===== src/srclx_pkg.sv =====
// Shared types, constants and keyword table of the source text lexer.
// Depends on nothing; every other file of the block but assert_macros.svh imports it.
package srclx_pkg;

    // Sizes of offsets, result fields, keyword buffer and run queue.
    localparam int OFFSET_BITS     = 24;
    localparam int KEYWORD_MAX_LEN = 6;
    localparam int IDX_BITS        = $clog2(KEYWORD_MAX_LEN);
    localparam int FIELD_BITS      = 24;
    localparam int RUN_MAX         = 3;
    localparam int QUEUE_DEPTH     = 4;
    localparam int QPTR_BITS       = $clog2(QUEUE_DEPTH);
    localparam int KEYWORD_COUNT   = 16;

    typedef logic [OFFSET_BITS-1:0] offset_t;
    typedef logic [FIELD_BITS-1:0]  field_t;
    typedef logic [5:0]             kind_t;
    typedef logic [KEYWORD_MAX_LEN-1:0][7:0] prefix_t;

    localparam offset_t OFFSET_MAX = '1;
    localparam field_t  FIELD_MAX  = '1;

    // Token kinds.
    localparam kind_t K_END     = 6'd0;
    localparam kind_t K_UNTERM  = 6'd1;
    localparam kind_t K_BAD     = 6'd2;
    localparam kind_t K_IDENT   = 6'd3;
    localparam kind_t K_NUMBER  = 6'd4;
    localparam kind_t K_STRING  = 6'd5;
    localparam kind_t K_LPAREN  = 6'd6;
    localparam kind_t K_RPAREN  = 6'd7;
    localparam kind_t K_LBRACE  = 6'd8;
    localparam kind_t K_RBRACE  = 6'd9;
    localparam kind_t K_COMMA   = 6'd10;
    localparam kind_t K_DOT     = 6'd11;
    localparam kind_t K_MINUS   = 6'd12;
    localparam kind_t K_PLUS    = 6'd13;
    localparam kind_t K_SEMI    = 6'd14;
    localparam kind_t K_SLASH   = 6'd15;
    localparam kind_t K_STAR    = 6'd16;
    localparam kind_t K_BANG    = 6'd17;
    localparam kind_t K_BANG_EQ = 6'd18;
    localparam kind_t K_EQ      = 6'd19;
    localparam kind_t K_EQ_EQ   = 6'd20;
    localparam kind_t K_GT      = 6'd21;
    localparam kind_t K_GT_EQ   = 6'd22;
    localparam kind_t K_LT      = 6'd23;
    localparam kind_t K_LT_EQ   = 6'd24;
    localparam kind_t K_AND     = 6'd25;
    localparam kind_t K_CLASS   = 6'd26;
    localparam kind_t K_ELSE    = 6'd27;
    localparam kind_t K_FALSE   = 6'd28;
    localparam kind_t K_FOR     = 6'd29;
    localparam kind_t K_IF      = 6'd30;
    localparam kind_t K_NIL     = 6'd31;
    localparam kind_t K_OR      = 6'd32;
    localparam kind_t K_PRINT   = 6'd33;
    localparam kind_t K_PROC    = 6'd34;
    localparam kind_t K_RETURN  = 6'd35;
    localparam kind_t K_SUPER   = 6'd36;
    localparam kind_t K_THIS    = 6'd37;
    localparam kind_t K_TRUE    = 6'd38;
    localparam kind_t K_VAR     = 6'd39;
    localparam kind_t K_WHILE   = 6'd40;

    // Character codes that the scanner tests for.
    localparam logic [7:0] CH_NUL     = 8'h00;
    localparam logic [7:0] CH_TAB     = 8'h09;
    localparam logic [7:0] CH_LF      = 8'h0A;
    localparam logic [7:0] CH_CR      = 8'h0D;
    localparam logic [7:0] CH_SPACE   = 8'h20;
    localparam logic [7:0] CH_BANG    = 8'h21;
    localparam logic [7:0] CH_QUOTE   = 8'h22;
    localparam logic [7:0] CH_LPAREN  = 8'h28;
    localparam logic [7:0] CH_RPAREN  = 8'h29;
    localparam logic [7:0] CH_STAR    = 8'h2A;
    localparam logic [7:0] CH_PLUS    = 8'h2B;
    localparam logic [7:0] CH_COMMA   = 8'h2C;
    localparam logic [7:0] CH_MINUS   = 8'h2D;
    localparam logic [7:0] CH_DOT     = 8'h2E;
    localparam logic [7:0] CH_SLASH   = 8'h2F;
    localparam logic [7:0] CH_SEMI    = 8'h3B;
    localparam logic [7:0] CH_LESS    = 8'h3C;
    localparam logic [7:0] CH_EQUAL   = 8'h3D;
    localparam logic [7:0] CH_GREATER = 8'h3E;
    localparam logic [7:0] CH_LBRACE  = 8'h7B;
    localparam logic [7:0] CH_RBRACE  = 8'h7D;

    // One token and one run of tokens released by a single request.
    typedef struct packed {
        kind_t  kind;
        field_t start;
        field_t length;
    } token_t;

    typedef struct packed {
        token_t [RUN_MAX-1:0] tok;
        logic   [1:0]         count;
        field_t               line;
    } run_t;

    // Queue status seen by the front and the back.
    typedef struct packed {
        logic empty;
        logic full;
    } q_status_t;

    // Keyword table: text is right aligned, first character highest.
    typedef struct packed {
        logic [63:0] text;
        logic [3:0]  len;
        kind_t       kind;
    } kw_entry_t;

    function automatic kw_entry_t kw_entry(input logic [3:0] idx);
        kw_entry_t e;
        case (idx)
            4'd0:  e = '{text: 64'("and"),    len: 4'd3, kind: K_AND};
            4'd1:  e = '{text: 64'("class"),  len: 4'd5, kind: K_CLASS};
            4'd2:  e = '{text: 64'("else"),   len: 4'd4, kind: K_ELSE};
            4'd3:  e = '{text: 64'("false"),  len: 4'd5, kind: K_FALSE};
            4'd4:  e = '{text: 64'("for"),    len: 4'd3, kind: K_FOR};
            4'd5:  e = '{text: 64'("if"),     len: 4'd2, kind: K_IF};
            4'd6:  e = '{text: 64'("nil"),    len: 4'd3, kind: K_NIL};
            4'd7:  e = '{text: 64'("or"),     len: 4'd2, kind: K_OR};
            4'd8:  e = '{text: 64'("print"),  len: 4'd5, kind: K_PRINT};
            4'd9:  e = '{text: 64'("proc"),   len: 4'd4, kind: K_PROC};
            4'd10: e = '{text: 64'("return"), len: 4'd6, kind: K_RETURN};
            4'd11: e = '{text: 64'("super"),  len: 4'd5, kind: K_SUPER};
            4'd12: e = '{text: 64'("this"),   len: 4'd4, kind: K_THIS};
            4'd13: e = '{text: 64'("true"),   len: 4'd4, kind: K_TRUE};
            4'd14: e = '{text: 64'("var"),    len: 4'd3, kind: K_VAR};
            default: e = '{text: 64'("while"), len: 4'd5, kind: K_WHILE};
        endcase
        return e;
    endfunction

    // Kind of an identifier from its stored prefix and its length.
    function automatic kind_t word_kind(input prefix_t pre, input offset_t len);
        kind_t     k;
        kw_entry_t e;
        logic      hit;
        k = K_IDENT;
        if (len >= offset_t'(2) && len <= offset_t'(KEYWORD_MAX_LEN)) begin
            for (int i = KEYWORD_COUNT - 1; i >= 0; i--) begin
                e   = kw_entry(4'(i));
                hit = (offset_t'(e.len) == len);
                for (int j = 0; j < KEYWORD_MAX_LEN; j++) begin
                    if (j < int'(e.len)) begin
                        if (pre[j] != e.text[8*(int'(e.len)-1-j) +: 8]) begin
                            hit = 1'b0;
                        end
                    end
                end
                if (hit) begin
                    k = e.kind;
                end
            end
        end
        return k;
    endfunction

    // Length field from an end offset (one bit wider) and a start offset.
    function automatic field_t field_len(input logic [OFFSET_BITS:0] fin,
                                         input offset_t st);
        logic [OFFSET_BITS:0] d;
        d = '0;
        if (fin > {1'b0, st}) begin
            d = fin - {1'b0, st};
        end
        if (34'(d) > 34'(FIELD_MAX)) begin
            return FIELD_MAX;
        end
        return FIELD_BITS'(d);
    endfunction

    // Start field from an offset.
    function automatic field_t field_start(input offset_t st);
        return FIELD_BITS'(st);
    endfunction

endpackage


===== src/srclx_front.sv =====
// Front of the lexer: accepts bytes, tracks the scan mode and builds token runs.
// Depends on srclx_pkg; feeds srclx_queue.
module srclx_front (
    input  logic                  clk,
    input  logic                  rst_n,
    input  logic                  src_valid,
    output logic                  src_stall,
    input  logic [7:0]            char_code,
    input  logic                  end_of_source,
    input  srclx_pkg::q_status_t  q_status,
    output logic                  push,
    output srclx_pkg::run_t       run
);
    import srclx_pkg::*;

    typedef enum logic [3:0] {
        M_IDLE, M_SLASH, M_COMMENT, M_IDENT, M_NUMBER, M_NUMDOT, M_FRACTION,
        M_STRING, M_BANG, M_EQUAL, M_LESS, M_GREATER
    } mode_t;

    mode_t   mode_reg, mode_next;
    offset_t pos_reg, pos_next;
    offset_t tb_reg, tb_next;
    field_t  line_reg, line_next;
    prefix_t prefix_reg;

    logic                 accept;
    logic                 is_end;
    logic                 is_alpha;
    logic                 is_digit;
    logic [OFFSET_BITS:0] p_ext;
    logic [OFFSET_BITS:0] p_inc;
    offset_t              dot;
    offset_t              word_len;
    kind_t                cmp_kind;
    token_t               rel0, rel1, tail;
    logic [1:0]           rel_n, n_rel;
    logic                 use_rel, tail_v, do_idle, line_up, pre_we;
    logic [IDX_BITS-1:0]  pre_idx;

    // Handshake: a request is taken whenever the queue has room.
    assign accept    = src_valid && !q_status.full;
    assign src_stall = q_status.full;

    // Byte classes and offsets derived from the current position.
    assign is_end   = end_of_source || (char_code == CH_NUL);
    assign is_alpha = (char_code >= 8'h61 && char_code <= 8'h7A) ||
                      (char_code >= 8'h41 && char_code <= 8'h5A) || (char_code == 8'h5F);
    assign is_digit = (char_code >= 8'h30 && char_code <= 8'h39);
    assign p_ext    = {1'b0, pos_reg};
    assign p_inc    = p_ext + {{OFFSET_BITS{1'b0}}, 1'b1};
    assign dot      = (pos_reg != '0) ? pos_reg - offset_t'(1) : '0;
    assign word_len = (pos_reg > tb_reg) ? pos_reg - tb_reg : '0;

    // Single-character kind of a pending comparison operator.
    always_comb
    begin
        unique case (mode_reg)
            M_BANG:  cmp_kind = K_BANG;
            M_EQUAL: cmp_kind = K_EQ;
            M_LESS:  cmp_kind = K_LT;
            default: cmp_kind = K_GT;
        endcase
    end

    // Tokens that the pending mode releases when the next byte ends it.
    always_comb
    begin
        rel_n = 2'd0;
        rel0  = '0;
        rel1  = '0;
        unique case (mode_reg)
            M_IDENT:
            begin
                rel0  = '{kind: word_kind(prefix_reg, word_len),
                          start: field_start(tb_reg), length: field_len(p_ext, tb_reg)};
                rel_n = 2'd1;
            end
            M_NUMBER, M_FRACTION:
            begin
                rel0  = '{kind: K_NUMBER, start: field_start(tb_reg),
                          length: field_len(p_ext, tb_reg)};
                rel_n = 2'd1;
            end
            M_NUMDOT:
            begin
                rel0  = '{kind: K_NUMBER, start: field_start(tb_reg),
                          length: field_len({1'b0, dot}, tb_reg)};
                rel1  = '{kind: K_DOT, start: field_start(dot), length: field_t'(1)};
                rel_n = 2'd2;
            end
            M_SLASH:
            begin
                rel0  = '{kind: K_SLASH, start: field_start(tb_reg), length: field_t'(1)};
                rel_n = 2'd1;
            end
            M_BANG, M_EQUAL, M_LESS, M_GREATER:
            begin
                rel0  = '{kind: cmp_kind, start: field_start(tb_reg), length: field_t'(1)};
                rel_n = 2'd1;
            end
            M_STRING:
            begin
                // Only used at an end request: the string never closed.
                rel0  = '{kind: K_UNTERM, start: field_start(tb_reg),
                          length: field_len(p_ext, tb_reg)};
                rel_n = 2'd1;
            end
            default:
            begin
                rel_n = 2'd0;
            end
        endcase
    end

    // Next scan state and the token that the byte itself produces.
    always_comb
    begin
        mode_next = mode_reg;
        tb_next   = tb_reg;
        line_next = line_reg;
        pos_next  = pos_reg;
        use_rel   = 1'b0;
        tail_v    = 1'b0;
        tail      = '0;
        do_idle   = 1'b0;
        line_up   = 1'b0;
        pre_we    = 1'b0;
        pre_idx   = '0;
        if (is_end)
        begin
            use_rel   = 1'b1;
            tail_v    = 1'b1;
            tail      = '{kind: K_END, start: field_start(pos_reg), length: '0};
            mode_next = M_IDLE;
            pos_next  = '0;
            tb_next   = '0;
            line_next = field_t'(1);
        end
        else
        begin
            unique case (mode_reg)
                M_IDENT:
                begin
                    if (is_alpha || is_digit)
                    begin
                        if (pos_reg >= tb_reg && word_len < offset_t'(KEYWORD_MAX_LEN))
                        begin
                            pre_we  = 1'b1;
                            pre_idx = word_len[IDX_BITS-1:0];
                        end
                    end
                    else
                    begin
                        do_idle = 1'b1;
                    end
                end
                M_NUMBER:
                begin
                    if (char_code == CH_DOT)
                    begin
                        mode_next = M_NUMDOT;
                    end
                    else if (!is_digit)
                    begin
                        do_idle = 1'b1;
                    end
                end
                M_NUMDOT:
                begin
                    if (is_digit)
                    begin
                        mode_next = M_FRACTION;
                    end
                    else
                    begin
                        do_idle = 1'b1;
                    end
                end
                M_FRACTION:
                begin
                    if (!is_digit)
                    begin
                        do_idle = 1'b1;
                    end
                end
                M_STRING:
                begin
                    if (char_code == CH_QUOTE)
                    begin
                        tail_v    = 1'b1;
                        tail      = '{kind: K_STRING, start: field_start(tb_reg),
                                      length: field_len(p_inc, tb_reg)};
                        mode_next = M_IDLE;
                    end
                    else if (char_code == CH_LF)
                    begin
                        line_up = 1'b1;
                    end
                end
                M_COMMENT:
                begin
                    if (char_code == CH_LF)
                    begin
                        line_up   = 1'b1;
                        mode_next = M_IDLE;
                    end
                end
                M_SLASH:
                begin
                    if (char_code == CH_SLASH)
                    begin
                        mode_next = M_COMMENT;
                    end
                    else
                    begin
                        do_idle = 1'b1;
                    end
                end
                M_BANG, M_EQUAL, M_LESS, M_GREATER:
                begin
                    if (char_code == CH_EQUAL)
                    begin
                        tail_v    = 1'b1;
                        tail      = '{kind: cmp_kind + kind_t'(1), start: field_start(tb_reg),
                                      length: field_len(p_inc, tb_reg)};
                        mode_next = M_IDLE;
                    end
                    else
                    begin
                        do_idle = 1'b1;
                    end
                end
                default:
                begin
                    do_idle = 1'b1;
                end
            endcase

            // A byte that ends the pending token first releases it.
            if (do_idle && mode_reg != M_IDLE && mode_reg != M_COMMENT)
            begin
                use_rel = 1'b1;
            end

            // Scan the byte from the state between tokens.
            if (do_idle)
            begin
                tb_next   = pos_reg;
                mode_next = M_IDLE;
                tail      = '{kind: K_BAD, start: field_start(pos_reg), length: field_t'(1)};
                if (is_alpha)
                begin
                    mode_next = M_IDENT;
                    pre_we    = 1'b1;
                    pre_idx   = '0;
                end
                else if (is_digit)
                begin
                    mode_next = M_NUMBER;
                end
                else
                begin
                    case (char_code)
                        CH_SPACE, CH_CR, CH_TAB: ;
                        CH_LF:      line_up   = 1'b1;
                        CH_SLASH:   mode_next = M_SLASH;
                        CH_QUOTE:   mode_next = M_STRING;
                        CH_BANG:    mode_next = M_BANG;
                        CH_EQUAL:   mode_next = M_EQUAL;
                        CH_LESS:    mode_next = M_LESS;
                        CH_GREATER: mode_next = M_GREATER;
                        CH_LPAREN:  begin tail_v = 1'b1; tail.kind = K_LPAREN; end
                        CH_RPAREN:  begin tail_v = 1'b1; tail.kind = K_RPAREN; end
                        CH_LBRACE:  begin tail_v = 1'b1; tail.kind = K_LBRACE; end
                        CH_RBRACE:  begin tail_v = 1'b1; tail.kind = K_RBRACE; end
                        CH_COMMA:   begin tail_v = 1'b1; tail.kind = K_COMMA; end
                        CH_DOT:     begin tail_v = 1'b1; tail.kind = K_DOT; end
                        CH_MINUS:   begin tail_v = 1'b1; tail.kind = K_MINUS; end
                        CH_PLUS:    begin tail_v = 1'b1; tail.kind = K_PLUS; end
                        CH_SEMI:    begin tail_v = 1'b1; tail.kind = K_SEMI; end
                        CH_STAR:    begin tail_v = 1'b1; tail.kind = K_STAR; end
                        default:    tail_v = 1'b1;
                    endcase
                end
            end

            // Newlines count after any release, and counters saturate.
            if (line_up && line_reg != FIELD_MAX)
            begin
                line_next = line_reg + field_t'(1);
            end
            if (pos_reg != OFFSET_MAX)
            begin
                pos_next = pos_reg + offset_t'(1);
            end
        end
    end

    // Pack released tokens ahead of the byte's own token.
    always_comb
    begin
        n_rel   = use_rel ? rel_n : 2'd0;
        run.tok = '0;
        case (n_rel)
            2'd2:
            begin
                run.tok[0] = rel0;
                run.tok[1] = rel1;
                run.tok[2] = tail;
            end
            2'd1:
            begin
                run.tok[0] = rel0;
                run.tok[1] = tail;
            end
            default:
            begin
                run.tok[0] = tail;
            end
        endcase
        run.count = n_rel + {1'b0, tail_v};
        run.line  = line_reg;
        push      = accept && (run.count != 2'd0);
    end

    // Scan state registers.
    always_ff @(posedge clk or negedge rst_n)
    begin
        if (!rst_n)
        begin
            mode_reg <= M_IDLE;
            pos_reg  <= '0;
            tb_reg   <= '0;
            line_reg <= field_t'(1);
        end
        else if (accept)
        begin
            mode_reg <= mode_next;
            pos_reg  <= pos_next;
            tb_reg   <= tb_next;
            line_reg <= line_next;
        end
    end

    // Identifier prefix buffer; entries are read only after being written.
    always_ff @(posedge clk)
    begin
        if (accept && pre_we)
        begin
            prefix_reg[pre_idx] <= char_code;
        end
    end

endmodule


===== src/srclx_queue.sv =====
// Short queue of token runs between the lexer front and the token back end.
// Depends on srclx_pkg.
module srclx_queue (
    input  logic                  clk,
    input  logic                  rst_n,
    input  logic                  push,
    input  srclx_pkg::run_t       run_in,
    input  logic                  pop,
    output srclx_pkg::run_t       head,
    output srclx_pkg::q_status_t  status
);
    import srclx_pkg::*;

    run_t                 mem_reg [QUEUE_DEPTH];
    logic [QPTR_BITS-1:0] wr_ptr_reg, rd_ptr_reg;
    logic [QPTR_BITS:0]   cnt_reg, cnt_next;

    // Status and head of the queue.
    assign head         = mem_reg[rd_ptr_reg];
    assign status.empty = (cnt_reg == '0);
    assign status.full  = (cnt_reg == (QPTR_BITS+1)'(QUEUE_DEPTH));

    // Fill count follows pushes and pops.
    always_comb
    begin
        case ({push, pop})
            2'b10:   cnt_next = cnt_reg + (QPTR_BITS+1)'(1);
            2'b01:   cnt_next = cnt_reg - (QPTR_BITS+1)'(1);
            default: cnt_next = cnt_reg;
        endcase
    end

    // Pointers and count.
    always_ff @(posedge clk or negedge rst_n)
    begin
        if (!rst_n)
        begin
            wr_ptr_reg <= '0;
            rd_ptr_reg <= '0;
            cnt_reg    <= '0;
        end
        else
        begin
            if (push)
            begin
                wr_ptr_reg <= wr_ptr_reg + QPTR_BITS'(1);
            end
            if (pop)
            begin
                rd_ptr_reg <= rd_ptr_reg + QPTR_BITS'(1);
            end
            cnt_reg <= cnt_next;
        end
    end

    // Run storage.
    always_ff @(posedge clk)
    begin
        if (push)
        begin
            mem_reg[wr_ptr_reg] <= run_in;
        end
    end

endmodule


===== src/srclx_emit.sv =====
// Back end of the lexer: hands out the tokens of the head run one per request.
// Depends on srclx_pkg; reads srclx_queue.
module srclx_emit (
    input  logic                  clk,
    input  logic                  rst_n,
    input  srclx_pkg::run_t       head,
    input  srclx_pkg::q_status_t  q_status,
    output logic                  pop,
    output logic                  tok_valid,
    input  logic                  tok_stall,
    output logic [5:0]            token_kind,
    output logic [23:0]           token_start,
    output logic [23:0]           token_length,
    output logic [23:0]           token_line,
    output logic                  last_of_run
);
    import srclx_pkg::*;

    logic [1:0] sub_reg;
    token_t     cur;
    logic       taken;

    // Select the current token of the head run.
    assign cur          = head.tok[sub_reg];
    assign tok_valid    = !q_status.empty;
    assign token_kind   = cur.kind;
    assign token_start  = cur.start;
    assign token_length = cur.length;
    assign token_line   = head.line;
    assign last_of_run  = (sub_reg == head.count - 2'd1);
    assign taken        = tok_valid && !tok_stall;
    assign pop          = taken && last_of_run;

    // Token index within the head run.
    always_ff @(posedge clk or negedge rst_n)
    begin
        if (!rst_n)
        begin
            sub_reg <= 2'd0;
        end
        else if (taken)
        begin
            sub_reg <= last_of_run ? 2'd0 : sub_reg + 2'd1;
        end
    end

endmodule


===== src/source_text_lexer.sv =====
// Source text lexer: streams bytes in and tokens out.
// Uses srclx_pkg, srclx_front, srclx_queue and srclx_emit.
//
// Usage: source bytes arrive on char_code with src_valid; src_stall holds them.
// end_of_source (or a zero byte) ends a source: pending tokens are flushed, an
// end token follows, and position and line restart at 0 and 1.
// Tokens leave on token_kind, token_start, token_length, token_line with
// tok_valid; the receiver holds a token by raising tok_stall.
// last_of_run marks the last token caused by one input byte.
// A token released by a byte is registered in the run queue when that byte is
// accepted. The front takes one byte per cycle while src_stall is low; the back
// hands out one token per cycle while tok_stall is low. A byte may release up to
// three tokens, which the back hands out one by one while the front keeps taking bytes.
// A four-run queue sits between front and back: src_stall rises only when it
// is full, so a stalled receiver stops intake after four token runs.
// Reset clears the scan mode, offsets and the queue, and sets the line count to one.
module source_text_lexer (
    input  logic        clk,
    input  logic        rst_n,
    input  logic        src_valid,
    output logic        src_stall,
    input  logic [7:0]  char_code,
    input  logic        end_of_source,
    output logic        tok_valid,
    input  logic        tok_stall,
    output logic [5:0]  token_kind,
    output logic [23:0] token_start,
    output logic [23:0] token_length,
    output logic [23:0] token_line,
    output logic        last_of_run
);
    import srclx_pkg::*;

    run_t      run_w, head_w;
    q_status_t q_status_w;
    logic      push_w, pop_w;

    // Byte intake and classification.
    srclx_front u_front (
        .clk           (clk),
        .rst_n         (rst_n),
        .src_valid     (src_valid),
        .src_stall     (src_stall),
        .char_code     (char_code),
        .end_of_source (end_of_source),
        .q_status      (q_status_w),
        .push          (push_w),
        .run           (run_w)
    );

    // Run queue.
    srclx_queue u_queue (
        .clk    (clk),
        .rst_n  (rst_n),
        .push   (push_w),
        .run_in (run_w),
        .pop    (pop_w),
        .head   (head_w),
        .status (q_status_w)
    );

    // Token output.
    srclx_emit u_emit (
        .clk          (clk),
        .rst_n        (rst_n),
        .head         (head_w),
        .q_status     (q_status_w),
        .pop          (pop_w),
        .tok_valid    (tok_valid),
        .tok_stall    (tok_stall),
        .token_kind   (token_kind),
        .token_start  (token_start),
        .token_length (token_length),
        .token_line   (token_line),
        .last_of_run  (last_of_run)
    );

endmodule


===== config.mk =====
export PLATFORM = sky130hd
export DESIGN_NAME = source_text_lexer
export DESIGN_NICKNAME = d
export VERILOG_FILES = /design/src/srclx_pkg.sv /design/src/srclx_front.sv /design/src/srclx_queue.sv /design/src/srclx_emit.sv /design/src/source_text_lexer.sv
export SDC_FILE = /design/constraint.sdc
export NUM_CORES = 1
export LEC_CHECK = 0
export BUFFER_PORTS_ARGS = -buffer_cell sky130_fd_sc_hd__buf_4
export CAP_MARGIN = 15
export CORE_MARGIN = 2
export CORE_UTILIZATION = 55
export DETAILED_ROUTE_END_ITERATION = 16
export GPL_ROUTABILITY_DRIVEN = 1
export PLACE_DENSITY = 0.76
export SLEW_MARGIN = 20
export SYNTH_ARGS = -nofsm -noshare
export SYNTH_HDL_FRONTEND = slang
export SYNTH_SLANG_ARGS = --single-unit
export TNS_END_PERCENT = 50

===== constraint.sdc =====
create_clock -name clk -period 9.5 [get_ports clk]
set_input_delay 0.475 -clock clk [delete_from_list [all_inputs] [get_ports clk]]
set_output_delay 0.475 -clock clk [all_outputs]
set_load 0.01 [all_outputs]

# ---- After elaboration in Yosys (flattened, before gate mapping)
# Memory sizes are Yosys's and may differ from the RTL's.
# Index checks and enable logic that the tools add are counted.
dict set report word_totals {
  register_bits 133
  ram_bits 752
  elab_cells 971
  memories 1
}
# name depth word_bits rd rd_ports_with_merged_regs write_ports line_no
set memory_table {}
lappend memory_table {u_queue.mem_reg 4 188 1 0 1 srclx_queue.sv:14} ;# run_t mem_reg [QUEUE_DEPTH];
dict set report classes {
  add_sub_neg 112
  order_cmp 119
  n_eq_ne 159
  shifts 96
  n_mux 428
  reduce_logical 42
}
# op n
set ops {}
lappend ops {{$shiftx 64x32->8} 96}
lappend ops {{$mux 74} 32}
lappend ops {{$sub 29x3->29 const B} 32}
lappend ops {{$sub 29x4->29 const B} 32}
lappend ops {{$ne 8x8->1} 96}
lappend ops {{$mux 24} 20}
lappend ops {{$sub 29x2->29 const B} 16}
lappend ops {{$eq 4x24->1} 16}
lappend ops {{$mux 25} 13}
lappend ops {{$mux 54} 6}
lappend ops {{$pmux 54 s6} 1}
lappend ops {{$mux 1} 302}
lappend ops {{$pmux 54 s2} 2}
lappend ops {{$gt 25x24->1 const B} 6}
lappend ops {{$lt 1x4->1 const A} 32}
lappend ops {{$lt 2x4->1 const A} 32}
lappend ops {{$lt 3x4->1 const A} 32}
lappend ops {{$eq 8x6->1 const B} 15}
lappend ops {{$mux 6} 19}
lappend ops {{$bmux 54 s2} 1}
lappend ops {{$sub 4x1->5 const B} 16}
lappend ops {{$gt 24x24->1} 3}
lappend ops {{$mux 52} 1}
lappend ops {{$mux 51} 1}
lappend ops {{other kinds (65)} 134}

# ---- Logic depth before layout (Yosys ltp)
dict set report depth {
  word_depth 44
  ltp_mapped 20
  depth_no_buf 19
}

# ---- Cells and area by module
# A second synthesis with hierarchy kept.
dict set report hier_totals {
  hier_cells 3016
  area_unflattened_um2 42464.5
}
# mod n_inst cells_per_inst area_each_um2 seq_area_each_um2
set modules_own_cells {}
lappend modules_own_cells {srclx_queue 1 1019 27481.4 22756.8}
lappend modules_own_cells {srclx_front 1 1775 13503.0 3344.5}
lappend modules_own_cells {srclx_emit 1 222 1480.2 50.0}

# ---- Least setup slack after synthesis
# Ideal clock, no wire load.
dict set report synth_path {
  kind {in2reg}
  from {in char_code[6]}
  to {mem u_queue.mem_reg[0][0] (netlist name), enable pin}
  t_arrival_ns 7.601
  setup_slack_ns 1.329
  path_stages 14
  path_buffers 3
  cell_sequence {clkbuf_1 > nor4b_1 > nand3_1 > a22oi_1 > and4b_1 > clkbuf_1 > nand2_1 > clkbuf_1 > o311ai_1 > inv_1 > ha_1 > xor2_1 > o21a_1 > and2_1}
}
# item line_no
set synth_rtl {}
lappend synth_rtl {{start, declared} source_text_lexer.sv:22} ;# input logic [7:0] char_code,
lappend synth_rtl {{end, declared} srclx_queue.sv:14}

==> summary.txt <==
Outcome
  • Run status: finished, final reports clean

Detailed routing
  • Antenna-violating nets left: 0
  • Vias after detailed routing: 27.5k
  • Routed wire length: 116,000 um
  • Vias per cell: 6.71
  • Iter 0 DRT Violations: 3,448
  • Detailed Routing Iterations Pass 1: 6
  • Per-cell routed wire length: 28.3 um
  • DRC: 0

Yosys
  • Distinct cells, synth: 99
  • Yosys warnings: 0
  • Leading register cell type out of synthesis: edfxtp_1
  • Post-synth EDFFs: 792
  • Seq/Total Area, Yosys: 61.7%
  • Syn nets: 3,098
  • Mean Syn Cell Area: 14.0 um2
  • Yosys reg bits: 877
  • Post-synth top area cell: edfxtp_1
  • Share of Yosys cell area claimed by the top area cell type: 56.6%
  • Largest cells by area after synthesis: edfxtp_1 57%, mux4_2 10%, dfrtp_1 5.0%
  • Synth async-reset ratio: 9.69%
  • Syn Inst Count: 2,996
  • Mapped cell area: 0.0420 mm2

Worst setup path
  • Type of origin of the critical path: flop
  • Worst-path maximum fanout: 23
  • Buf/Inv on CP: 0
  • CP cell instances: and3_1, nand3_1, or2_2, nor3_1, nand2_1, xnor2_1, ha_1, and3_1, and2_1, a21oi_1, a21oi_1, o41a_1, a311oi_1, or2_1, nor2_1, o21ai_0
  • Critical path class: flop to flop
  • Slowest stage delay, CP: 0.91 ns
  • Worst EP arrival: 6.50 ns
  • Worst path slowest cell: or2_1
  • Worst setup EP type: flop
  • Reg2Reg Setup Slack: 3.39 ns
  • Worst Path Required: 9.89 ns
  • Family with the most delay on the worst path: simple AND/OR/NAND/NOR gates

Global routing
  • Vias in the first global route: 27.2k
  • Layer with the highest usage: met2
  • Pin count of the biggest net entering global routing: 165
  • Met1 usage: 41.0%
  • GRT overflow: 0
  • First-pass GRT wire length: 173,000 um
  • GRT met2 Usage: 46.6%
  • Routing usage on met3: 5.94%
  • All-layer global routing usage: 29.6%
  • Initial antenna violation count: 2

Pwr
  • Combinational Power Share: 43.5%
  • P per Cell Area: 335 mW/mm2
  • Register share of total power: 34.6%
  • Pwr Total: 0.0156 W
  • LEAKAGE: 16.1 nW
  • Switching Fraction: 38.3%
  • Clock share of power: 21.9%
  • Worst vdd ir: 0.172 mV
  • Switching pwr: 0.00596 W
  • Internal power: 0.00961 W

Timing
  • Setup Viol. Count Final: 0
  • Tcrit/Tclk final: 64.4%
  • Max-slew violations: 0
  • Rel. slew slack: 23.8%
  • Min Clock Period, post-route: 6.11 ns
  • Hold_ws: 0.116 ns
  • Measured slew at the worst slew-check pin: 1.14 ns
  • Final hold violations: 0
  • RSZ-0062 raised after global routing: false
  • Clock Skews: 0.0438 ns
  • Fmax achieved: 0.164 GHz
  • Setup TNS: 0 ns

CTS
  • CTS clk-pin slew, worst paths: 0.07 ns
  • TritonCTS Buffers: 87
  • Clock Path Buffers: 3
  • CTS tree: done
  • H-tree Lvls: 3
  • Sink Count: 877
  • Root buf cell: clkbuf_16
  • Worst skew pair latency: 0.67 ns

Die
  • Site row count: 101
  • DIE WIDTH: 280 um
  • Starting Density: 55.5%
  • Die Area: 0.0786 mm2
  • DIE HEIGHT: 280 um
  • Core ar.: 0.0757 mm2
  • Top Ports: 94

Finish
  • Multi-input gate area: 0.0151 mm2
  • Max reg flops: 744
  • Register Area: 0.0259 mm2
  • Fillers: 5,467
  • Area grow syn2layout: 10.7%
  • Layout cells sized above 1: 15.8%
  • Layout net count: 3,153

Place
  • Port Buffer Count: 93
  • Placer Congestion: 1.04
  • Detail Placement HPWL: 77,700 um

Hold path
  • Hold WC Path Type: primary input to flop

Run
  • Max-cap violations: 0
==> cells by family (layout without fill, tap and decap cells) <==
| group | after synthesis | after routing | synth area share [%] |
|---|---|---|---|
| flops | 877 | 877 | 61.7 |
| simple gates | 845 | 845 | 10.1 |
| compound gates | 573 | 573 | 9.12 |
| mux | 246 | 246 | 11.4 |
| buf+inv | 242 | 369 | 2.35 |
| xor+xnor | 124 | 124 | 2.60 |
| fa+ha+maj | 89 | 89 | 2.72 |
| other cells | 0 | 1 | 0 |
==> synthesized netlist by cell type, types with 7 or more instances <==
master / count
a211oi_1: 18
a21o_1: 26
a21oi_1: 124
a221oi_1: 8
a22o_1: 42
a22oi_1: 12
a31oi_1: 10
a32o_1: 8
and2_1: 26
and3_1: 25
and4_1: 9
buf_1: 33
clkbuf_1: 124
dfrtp_1: 84
edfxtp_1: 792
ha_1: 85
inv_1: 72
mux2i_1: 57
mux4_2: 186
nand2_1: 203
nand2b_1: 24
nand3_1: 59
nand4_1: 45
nand4b_1: 7
nor2_1: 239
nor2b_1: 21
nor3_1: 81
nor4_1: 24
nor4b_1: 8
nor4bb_1: 9
o211ai_1: 18
o21a_1: 11
o21ai_0: 140
o21ai_1: 12
o22ai_1: 29
o2bb2ai_1: 21
o31ai_1: 10
or2_2: 10
or3_1: 16
xnor2_1: 63
xor2_1: 60
==> cell type report <==
cell class / instances / area share (%)
sequential: 877 / 55.8
multi-input combinational: 1877 / 32.6
clock buffer: 125 / 5.17
tap: 978 / 2.63
timing repair buffer: 133 / 2.26
clock inverter: 36 / 0.961
inverter: 75 / 0.606
antenna: 1 / 0.00539
==> placed cells by master (no fill, tap or decap), drive strengths merged, types with 29 or more instances in the layout <==
| cell type | count |
|---|---|
| nand4 | 46 |
| inv | 75 |
| xor2 | 60 |
| clkinv | 29 |
| a22o | 42 |
| mux4 | 186 |
| o22ai | 29 |
| nand3 | 59 |
| nor3 | 82 |
| a21oi | 124 |
| nand2 | 203 |
| mux2i | 57 |
| edfxtp | 792 |
| xnor2 | 64 |
| clkbuf | 125 |
| nor2 | 239 |
| dfrtp | 84 |
| ha | 85 |
| buf | 132 |
| o21ai | 153 |
==> per-stage QoR <==
stage          cell area [um2]  util [%]  setup WS [ns]  instances
3_3_place_gp             43600      57.6           3.46       3938
3_5_place_dp             43600      57.6           3.35       3938
5_1_grt                  46500      61.4           3.01       4101
6_report                 46500      61.4           3.39       4102
4_1_cts                  46400      61.3           3.54       4100
2_1_floorplan            42000         -           1.33       2996
==> power by group through the flow <==
stage	Combinational [W]	Sequential, W	Clock, W
floorplan	0.00451	0.00537	0
global placement	0.00659	0.00541	0
detailed placement	0.00663	0.00548	0
CTS	0.00669	0.00542	0.00344
global route	0.00719	0.00545	0.00359
finish	0.00677	0.00539	0.00341
==> routing by layer <==
layer  routed length (um)  up-vias
met4                 4510        2
met3                10400      268
met2                54500     1500
met5                   13        -
met1                46800    13900
li1                     -    11800
==> path summary, 6_finish.rpt <==
check | start | end | cells past startpoint
max in group asynchronous | rst_n | u_front.pos_reg[3] | 3
max | u_front.pos_reg[2] | u_queue.mem_reg[2][29] | 16
min in group asynchronous | rst_n | u_front.line_reg[3] | 2
max reg2reg | u_front.pos_reg[2] | u_queue.mem_reg[2][29] | 16
min | char_code[7] | u_front.prefix_reg[31] | 1
min reg2reg | u_queue.cnt_reg[2] | u_queue.cnt_reg[2] | 1
==> repair_timing <==
item | in CTS | in global routing
endpoints found under the hold margin | 29 | 0
endpoints found under the setup margin | 0 | 0
setup buffers | 0 | 0
resized for setup | 0 | 0
hold buffers | 1 | 0
Power figures use the tool's default switching activity.
